### src/rtl/leb_pkg.sv
`timescale 1ns / 1ps
// ----------------------------------------------------------------------------
// leb_pkg
// Shared types and constants for the LEB128 / zigzag varint decoder.
// ----------------------------------------------------------------------------
package leb_pkg;

    localparam int unsigned VALUE_W        = 64;
    localparam int unsigned GROUP_W        = 7;
    localparam int unsigned COUNT_W        = 4;
    localparam int unsigned CFG_IDX_W      = 4;
    localparam int unsigned CFG_DATA_W     = 4;
    localparam int unsigned QUEUE_DEPTH    = 2;

    localparam logic [COUNT_W-1:0] MAX_GROUPS_RESET = 4'd10;

    // Configuration register indexes.
    localparam logic [CFG_IDX_W-1:0] CFG_ZIGZAG_MODE = 4'd0;
    localparam logic [CFG_IDX_W-1:0] CFG_MAX_GROUPS  = 4'd1;

    typedef enum logic [1:0] {
        ST_OK       = 2'd0,
        ST_EOF      = 2'd1,
        ST_OVERFLOW = 2'd2
    } t_status;

    // One finished value handed from the front end to the back end.
    typedef struct packed {
        logic [VALUE_W-1:0] raw;
        t_status            status;
    } t_entry;

endpackage

### src/rtl/leb_front.sv
`timescale 1ns / 1ps
// ----------------------------------------------------------------------------
// leb_front
// Accepts encoded bytes, accumulates 7-bit groups and classifies each byte.
// ----------------------------------------------------------------------------
module leb_front
    import leb_pkg::*;
(
    input  logic                 i_clk,
    input  logic                 i_rst_n,
    input  logic                 i_accept,
    input  logic [7:0]           i_byte,
    input  logic                 i_last,
    input  logic [COUNT_W-1:0]   i_max_groups,
    output logic                 o_push,
    output t_entry               o_entry
);

    logic [VALUE_W-1:0] r_acc,   n_acc;
    logic [COUNT_W-1:0] r_count, n_count;

    logic [6:0]          w_shift;
    logic [VALUE_W-1:0]  w_merged;
    logic [COUNT_W-1:0]  w_next_count;
    logic                w_cont;

    // Shift of 7 per group; shifts of 64 and more drop the payload.
    assign w_shift      = {r_count, 3'b000} - {3'b000, r_count};
    assign w_merged     = r_acc | ({{(VALUE_W-GROUP_W){1'b0}}, i_byte[6:0]} << w_shift);
    assign w_next_count = r_count + 4'd1;
    assign w_cont       = i_byte[7];

    always_comb begin
        n_acc         = r_acc;
        n_count       = r_count;
        o_push        = 1'b0;
        o_entry.raw   = '0;
        o_entry.status = ST_OK;
        if (i_accept) begin
            if (!w_cont) begin
                o_push         = 1'b1;
                o_entry.raw    = w_merged;
                o_entry.status = ST_OK;
                n_acc          = '0;
                n_count        = '0;
            end else if (w_next_count >= i_max_groups) begin
                o_push         = 1'b1;
                o_entry.status = ST_OVERFLOW;
                n_acc          = '0;
                n_count        = '0;
            end else if (i_last) begin
                o_push         = 1'b1;
                o_entry.status = ST_EOF;
                n_acc          = '0;
                n_count        = '0;
            end else begin
                n_acc   = w_merged;
                n_count = w_next_count;
            end
        end
    end

    always_ff @(posedge i_clk) begin
        if (!i_rst_n) begin
            r_acc   <= '0;
            r_count <= '0;
        end else begin
            r_acc   <= n_acc;
            r_count <= n_count;
        end
    end

    // A byte that produces a result always restarts the value.
    a_restart: assert property (@(posedge i_clk) disable iff (!i_rst_n)
        o_push |=> (r_count == '0) && (r_acc == '0))
        else $error("front end did not restart after a result");

    // Without a result the group count advances by one.
    a_advance: assert property (@(posedge i_clk) disable iff (!i_rst_n)
        (i_accept && !o_push) |=> (r_count == $past(r_count) + 4'd1))
        else $error("group count did not advance on a continued byte");

    // A stopping byte is never reported as an error.
    a_ok_stop: assert property (@(posedge i_clk) disable iff (!i_rst_n)
        (i_accept && !i_byte[7]) |-> (o_push && o_entry.status == ST_OK))
        else $error("terminating byte not reported as ok");

endmodule

### src/rtl/leb_queue.sv
`timescale 1ns / 1ps
// ----------------------------------------------------------------------------
// leb_queue
// Short register queue that decouples the front end from the back end.
// ----------------------------------------------------------------------------
module leb_queue
    import leb_pkg::*;
#(
    parameter int unsigned DEPTH = QUEUE_DEPTH
)
(
    input  logic   i_clk,
    input  logic   i_rst_n,
    input  logic   i_push,
    input  t_entry i_entry,
    input  logic   i_pop,
    output logic   o_full,
    output logic   o_empty,
    output t_entry o_entry
);

    localparam int unsigned PTR_W = (DEPTH > 1) ? $clog2(DEPTH) : 1;
    localparam int unsigned CNT_W = $clog2(DEPTH + 1);
    localparam logic [PTR_W-1:0] LAST_PTR = PTR_W'(DEPTH - 1);
    localparam logic [CNT_W-1:0] FULL_CNT = CNT_W'(DEPTH);
    localparam logic [PTR_W-1:0] PTR_ONE  = PTR_W'(1);
    localparam logic [CNT_W-1:0] CNT_ONE  = CNT_W'(1);

    t_entry            r_slot [DEPTH];
    logic [PTR_W-1:0]  r_wr_ptr, n_wr_ptr;
    logic [PTR_W-1:0]  r_rd_ptr, n_rd_ptr;
    logic [CNT_W-1:0]  r_count,  n_count;

    assign o_full  = (r_count == FULL_CNT);
    assign o_empty = (r_count == '0);
    assign o_entry = r_slot[r_rd_ptr];

    always_comb begin
        n_wr_ptr = r_wr_ptr;
        n_rd_ptr = r_rd_ptr;
        n_count  = r_count;
        if (i_push) begin
            n_wr_ptr = (r_wr_ptr == LAST_PTR) ? '0 : r_wr_ptr + PTR_ONE;
        end
        if (i_pop) begin
            n_rd_ptr = (r_rd_ptr == LAST_PTR) ? '0 : r_rd_ptr + PTR_ONE;
        end
        if (i_push && !i_pop) begin
            n_count = r_count + CNT_ONE;
        end else if (!i_push && i_pop) begin
            n_count = r_count - CNT_ONE;
        end
    end

    always_ff @(posedge i_clk) begin
        if (i_push) begin
            r_slot[r_wr_ptr] <= i_entry;
        end
    end

    always_ff @(posedge i_clk) begin
        if (!i_rst_n) begin
            r_wr_ptr <= '0;
            r_rd_ptr <= '0;
            r_count  <= '0;
        end else begin
            r_wr_ptr <= n_wr_ptr;
            r_rd_ptr <= n_rd_ptr;
            r_count  <= n_count;
        end
    end

    a_no_overrun: assert property (@(posedge i_clk) disable iff (!i_rst_n)
        o_full |-> !i_push || i_pop)
        else $error("push into a full queue");

    a_no_underrun: assert property (@(posedge i_clk) disable iff (!i_rst_n)
        o_empty |-> !i_pop)
        else $error("pop from an empty queue");

    a_count_range: assert property (@(posedge i_clk) disable iff (!i_rst_n)
        r_count <= FULL_CNT)
        else $error("queue count out of range");

endmodule

### src/rtl/leb_back.sv
`timescale 1ns / 1ps
// ----------------------------------------------------------------------------
// leb_back
// Applies the zigzag mapping and holds the result in the output register.
// ----------------------------------------------------------------------------
module leb_back
    import leb_pkg::*;
(
    input  logic                 i_clk,
    input  logic                 i_rst_n,
    input  logic                 i_zigzag,
    input  logic                 i_avail,
    input  t_entry               i_entry,
    output logic                 o_pop,
    output logic                 o_valid,
    input  logic                 i_ready,
    output logic [VALUE_W-1:0]   o_value,
    output t_status              o_status
);

    logic                r_valid, n_valid;
    logic [VALUE_W-1:0]  r_value;
    t_status             r_status;
    logic [VALUE_W-1:0]  w_value;

    assign o_pop = i_avail && (!r_valid || i_ready);

    always_comb begin
        case (i_entry.status)
            ST_OK: begin
                if (i_zigzag) begin
                    w_value = (i_entry.raw >> 1) ^ {VALUE_W{i_entry.raw[0]}};
                end else begin
                    w_value = i_entry.raw;
                end
            end
            default: begin
                w_value = '0;
            end
        endcase
    end

    always_comb begin
        n_valid = r_valid;
        if (o_pop) begin
            n_valid = 1'b1;
        end else if (i_ready) begin
            n_valid = 1'b0;
        end
    end

    always_ff @(posedge i_clk) begin
        if (o_pop) begin
            r_value  <= w_value;
            r_status <= i_entry.status;
        end
    end

    always_ff @(posedge i_clk) begin
        if (!i_rst_n) begin
            r_valid <= 1'b0;
        end else begin
            r_valid <= n_valid;
        end
    end

    assign o_valid  = r_valid;
    assign o_value  = r_value;
    assign o_status = r_status;

endmodule

### src/rtl/leb128_zigzag_decoder_core.sv
`timescale 1ns / 1ps
// A result word is offered on the master side after the byte completing it is
// accepted (queue write, then output register). Throughput: one byte per cycle
// unless the queue is full; the front end accumulates a 7-bit group per cycle
// and a two-entry queue keeps it running while the output register waits.
// Reset (synchronous, active low) clears the accumulator, the group count, the
// queue and the output valid, sets zigzag mode off and the group limit to 10.
// ----------------------------------------------------------------------------
// leb128_zigzag_decoder_core
// Streaming LEB128 varint decoder with optional zigzag signed mapping.
// ----------------------------------------------------------------------------
module leb128_zigzag_decoder_core
    import leb_pkg::*;
#(
    parameter int unsigned P_QUEUE_DEPTH = QUEUE_DEPTH
)
(
    input  logic                  i_clk,
    input  logic                  i_rst_n,
    // Configuration write port.
    input  logic                  i_cfg_we,
    input  logic [CFG_IDX_W-1:0]  i_cfg_index,
    input  logic [CFG_DATA_W-1:0] i_cfg_data,
    // Input byte stream.
    input  logic                  s_axis_tvalid,
    output logic                  s_axis_tready,
    input  logic [7:0]            s_axis_tdata,   // [7:0] data_byte
    input  logic                  s_axis_tlast,   // end_of_data
    // Decoded result stream.
    output logic                  m_axis_tvalid,
    input  logic                  m_axis_tready,
    output logic [VALUE_W-1:0]    m_axis_tdata,   // [63:0] decoded_value
    output logic [1:0]            m_axis_tuser    // [1:0] status
);

    // Configuration registers. The user must write them only while the decoder is
    // idle (the block does not enforce this), so each stage may read them directly.
    logic               r_zigzag;
    logic [COUNT_W-1:0] r_max_groups;

    always_ff @(posedge i_clk) begin
        if (!i_rst_n) begin
            r_zigzag     <= 1'b0;
            r_max_groups <= MAX_GROUPS_RESET;
        end else if (i_cfg_we) begin
            if (i_cfg_index == CFG_ZIGZAG_MODE) begin
                r_zigzag <= i_cfg_data[0];
            end else if (i_cfg_index == CFG_MAX_GROUPS) begin
                r_max_groups <= i_cfg_data[COUNT_W-1:0];
            end
        end
    end

    // A byte is taken whenever the queue can absorb a possible result word.
    logic    w_accept;
    logic    w_push;
    t_entry  w_push_entry;
    logic    w_q_full;
    logic    w_q_empty;
    t_entry  w_q_entry;
    logic    w_pop;
    t_status w_status;

    assign s_axis_tready = !w_q_full;
    assign w_accept      = s_axis_tvalid && s_axis_tready;

    // Front end: accumulation of 7-bit groups and end / error classification.
    leb_front u_front (
        .i_clk        (i_clk),
        .i_rst_n      (i_rst_n),
        .i_accept     (w_accept),
        .i_byte       (s_axis_tdata),
        .i_last       (s_axis_tlast),
        .i_max_groups (r_max_groups),
        .o_push       (w_push),
        .o_entry      (w_push_entry)
    );

    // Queue of finished raw values between the two halves.
    leb_queue #(
        .DEPTH (P_QUEUE_DEPTH)
    ) u_queue (
        .i_clk   (i_clk),
        .i_rst_n (i_rst_n),
        .i_push  (w_push),
        .i_entry (w_push_entry),
        .i_pop   (w_pop),
        .o_full  (w_q_full),
        .o_empty (w_q_empty),
        .o_entry (w_q_entry)
    );

    // Back end: zigzag mapping, zeroing on error and the output register.
    leb_back u_back (
        .i_clk    (i_clk),
        .i_rst_n  (i_rst_n),
        .i_zigzag (r_zigzag),
        .i_avail  (!w_q_empty),
        .i_entry  (w_q_entry),
        .o_pop    (w_pop),
        .o_valid  (m_axis_tvalid),
        .i_ready  (m_axis_tready),
        .o_value  (m_axis_tdata),
        .o_status (w_status)
    );

    assign m_axis_tuser = w_status;

endmodule
### config.mk
export PLATFORM = sky130hd
export DESIGN_NAME = leb128_zigzag_decoder_core
export DESIGN_NICKNAME = d
export VERILOG_FILES = /design/src/rtl/leb_pkg.sv /design/src/rtl/leb_front.sv /design/src/rtl/leb_queue.sv /design/src/rtl/leb_back.sv /design/src/rtl/leb128_zigzag_decoder_core.sv
export SDC_FILE = /design/constraint.sdc
export NUM_CORES = 1
export LEC_CHECK = 0
export BUFFER_PORTS_ARGS = -buffer_cell sky130_fd_sc_hd__buf_2
export CAP_MARGIN = 20
export CORE_AREA = 2 2 156 158
export DETAILED_ROUTE_END_ITERATION = 16
export DIE_AREA = 0 0 158 160
export GPL_ROUTABILITY_DRIVEN = 0
export GPL_TIMING_DRIVEN = 0
export PLACE_DENSITY_LB_ADDON = 0.15
export SYNTH_ARGS = -nofsm -noshare
export SYNTH_HDL_FRONTEND = slang
export SYNTH_SLANG_ARGS = --single-unit
### constraint.sdc
create_clock -name i_clk -period 9.04 [get_ports i_clk]
set_input_delay 1.356 -clock i_clk [delete_from_list [all_inputs] [get_ports i_clk]]
set_output_delay 1.356 -clock i_clk [all_outputs]
set_load 0.05 [all_outputs]
==> run_results.csv <==
group,metric,value,unit
final_layout,drive_above_1_share,17.7,%
cts,cts_resized,0,
cts,clock-root-buffer,"clkbuf_16",
final_layout,fillers,2005,
outcome,outcome,"complete, no violations",
route,wl_per_cell,18.7,microns
setup_path,critPathLaunchType,"flip-flop",
global_routing,grt_usage,23.5,%
cts,insertion_delay,0.55,ns
route,ant_nets,0,
floorplan,die-area,25300,sq um
timing,hold_viol,0,
timing,finalSetupViolCount,0,
floorplan,core,23800,sq um
cts,cts_tree,"done",
synthesis,ys_seq_elements,277,
cts,ctsHoldBuffers,0,
timing,fin_crit_sh,43.3,%
floorplan,rows,57,
route,routedLengthMet1,12900,microns
final_layout,mostFrequentLayoutCells,"198 x edfxtp_1, 169 x nor2_1, 112 x buf_2",
synthesis,syn_nets,1126,
global_routing,grt_overflow_total,0,
flow_run,maxCapViolCount,0,
synthesis,syn-instance-count,1096,
setup_path,cp_max_fo,11,
route,num_vias,8994,
power_and_ir_drop,power_density,305,nW/um^2
cts,cts_htree_levels,1,
setup_path,critical_path_required,9.29,ns
place,dpl_cell_area,13800,sq um
route,met3_length,1800,microns
synthesis,synth_edf_count,198,
final_layout,fin_nets,1253,
power_and_ir_drop,irDropWorstVdd,0.000157,V
floorplan,io-pin-count,90,
synthesis,ys_seq_area_share,58.7,%
place,dpl.cell_count,1516,
power_and_ir_drop,leakagePower,5.20,nW
cts,clk_pin_slew,0.06,ns
setup_path,path_class,"reg2reg",
timing,tightest_slew,0.985,ns
timing,slew_violations,0,
timing,relSlewSlack,33.3,%
timing,tns,0,ns
synthesis,syn_area_per_cell,11.7,sq um
global_routing,grt_max_degree,65,
hold_path,worstHoldPathType,"reg2reg",
route,wirelength,29400,microns
final_layout,num_antenna_cells,0,
timing,period_needed,3.91,ns
place,dp_hpwl,21000,microns
setup_path,crit_arrival,4.16,ns
floorplan,die_x,158,microns
route,drt_iter0_markers,687,
place,portBuffers,88,
route,drc,0,
timing,rsz0062_at_grt,"no",
final_layout,post-route-cell-area,14700,sq um
route,dr.pass1.iters,7,
synthesis,syn-cell-area,12800,sq um
synthesis,synthFlopType,"edfxtp_1",
final_layout,stdcell_count,1570,
global_routing,antenna_found_initial,0,
synthesis,yosysWarningCount,0,
cts,cts_buffers,29,
route,met2_length,13800,microns
route,vias_per_cell,5.73,
cts,cts_setup_buffers,0,
final_layout,area_delta_synth_final,14.8,%
timing,fin_worst_skew,0.0150,ns
global_routing,grt_pass1_vias,8696,
timing,fmax,256,MHz
floorplan,start_util,53.9,%
floorplan,die_h,160,microns
setup_path,end_kind,"flip-flop",
cts,clk_path_buf_depth,3,
synthesis,ys_types,72,
cts,cts.sinks,277,
route,highest_layer,"met4",
global_routing,grt_pass1_wl,46300,microns
final_layout,layout_commonest_cell,"edfxtp_1",
synthesis,synth-async-reset-ratio,0,%
[Yosys cell counts, types with 3 or more instances]
library cell	n	area share (%)
nor2_1	170	5.0
xor2_1	66	4.5
nand3_1	7	0.27
nand2b_1	6	0.29
buf_1	5	0.15
o221ai_1	3	0.20
edfxtp_1	198	46
buf_4	11	0.64
o21a_1	4	0.23
or3_1	5	0.24
a31oi_1	22	1.1
a211oi_1	67	3.9
a22oi_1	6	0.35
o2bb2ai_1	12	0.82
a21o_1	3	0.18
mux2i_1	75	5.9
o21ai_1	4	0.16
nand4_1	7	0.34
nor2b_1	7	0.34
buf_2	24	0.94
clkbuf_1	41	1.2
mux4_2	5	0.88
and4_1	3	0.20
a32oi_1	3	0.20
or2_2	3	0.15
nor3_1	10	0.39
xnor2_1	6	0.41
mux2_2	9	0.79
dfxtp_1	79	12
o21ai_0	19	0.74
and2_1	6	0.29
inv_1	16	0.47
o211ai_1	3	0.18
nand2_1	41	1.2
a21oi_1	89	3.5
ha_1	8	0.78
[state kept, by name, summed over array words and instances (netlist names), named ones only]
name / count
r_max_groups: 4
u_back.o_valid: 1
u_back.o_status: 2
u_queue.r_count: 2
r_zigzag: 1
u_queue.r_slot: 132
u_front.r_acc: 64
u_queue.r_rd_ptr: 1
u_front.r_count: 4
u_queue.r_wr_ptr: 1
u_back.o_value: 64
[power by group]
part           total [mW]  internal, mW  switching, mW  leakage (nW)
clock network        1.13         0.651          0.476         0.449
registers            1.70          1.65         0.0512          2.55
logic                1.66         0.432           1.23          2.20
total                4.48          2.73           1.76          5.20
[critical path, cell delays in order, from the launching register on]
cell	delay (ns)
dfxtp_1	0.39
buf_4	0.22
buf_4	0.22
buf_2	0.24
nand3_1	0.13
xnor2_1	0.16
ha_1	0.27
o21ai_0	0.07
nand2b_1	0.23
a211oi_4	0.17
nor3_2	0.65
buf_4	0.34
buf_6	0.17
buf_6	0.17
buf_6	0.17
[cell type report]
cell class | count | area, sq um | area share (%)
multi-input combinational | 720 | 4870 | 33.1
sequential | 277 | 7530 | 51.1
inverter | 17 | 63.8 | 0.433
tap | 324 | 405 | 2.75
clock inverter | 12 | 71.3 | 0.484
clock buffer | 42 | 847 | 5.75
timing repair buffer | 96 | 556 | 3.77
buffer | 82 | 387 | 2.63
[stage by stage]
stage	total power, mW	hold slack [ns]	utilization [%]	setup WS (ns)
after CTS	4.50	0.456	61.8	5.08
after floorplan	3.00	0.432	-	2.12
after detailed placement	3.38	0.446	58.0	5.10
after global routing	4.69	0.478	61.8	4.81
after global placement	3.36	0.442	57.4	-0.880
final	4.48	0.456	61.8	5.13
[worst paths after layout]
check | from | end | slack (ns) | cells past startpoint
max reg2reg | u_front.r_count[0] | u_queue.r_slot[0][3] | 5.13 | 14
min | u_front.r_acc[4] | u_front.r_acc[4] | 0.46 | 2
min reg2reg | u_front.r_acc[4] | u_front.r_acc[4] | 0.46 | 2
max | u_front.r_count[0] | u_queue.r_slot[0][3] | 5.13 | 14
[layer usage]
| metal | up-vias | GRT usage, % |
|---|---|---|
| met1 | 4325 | 32.1 |
| met5 | - | 0 |
| met3 | 56 | 4.04 |
| met4 | 0 | 8.72 |
| met2 | 301 | 37.8 |
| li1 | 4312 | - |
[cells by family (layout without fill, tap and decap cells)]
kind of cell,Yosys count,after routing,synth area share [%]
AO/OA/AOI/OAI,265,265,14.4
XOR/XNOR,72,72,4.92
adder cells (fa/ha/maj),8,8,0.780
buffers and inverters,99,249,3.51
flip-flops,277,277,58.7
multiplexers,90,90,7.70
AND/OR/NAND/NOR,285,285,10.0
Power figures use the tool's default switching activity.
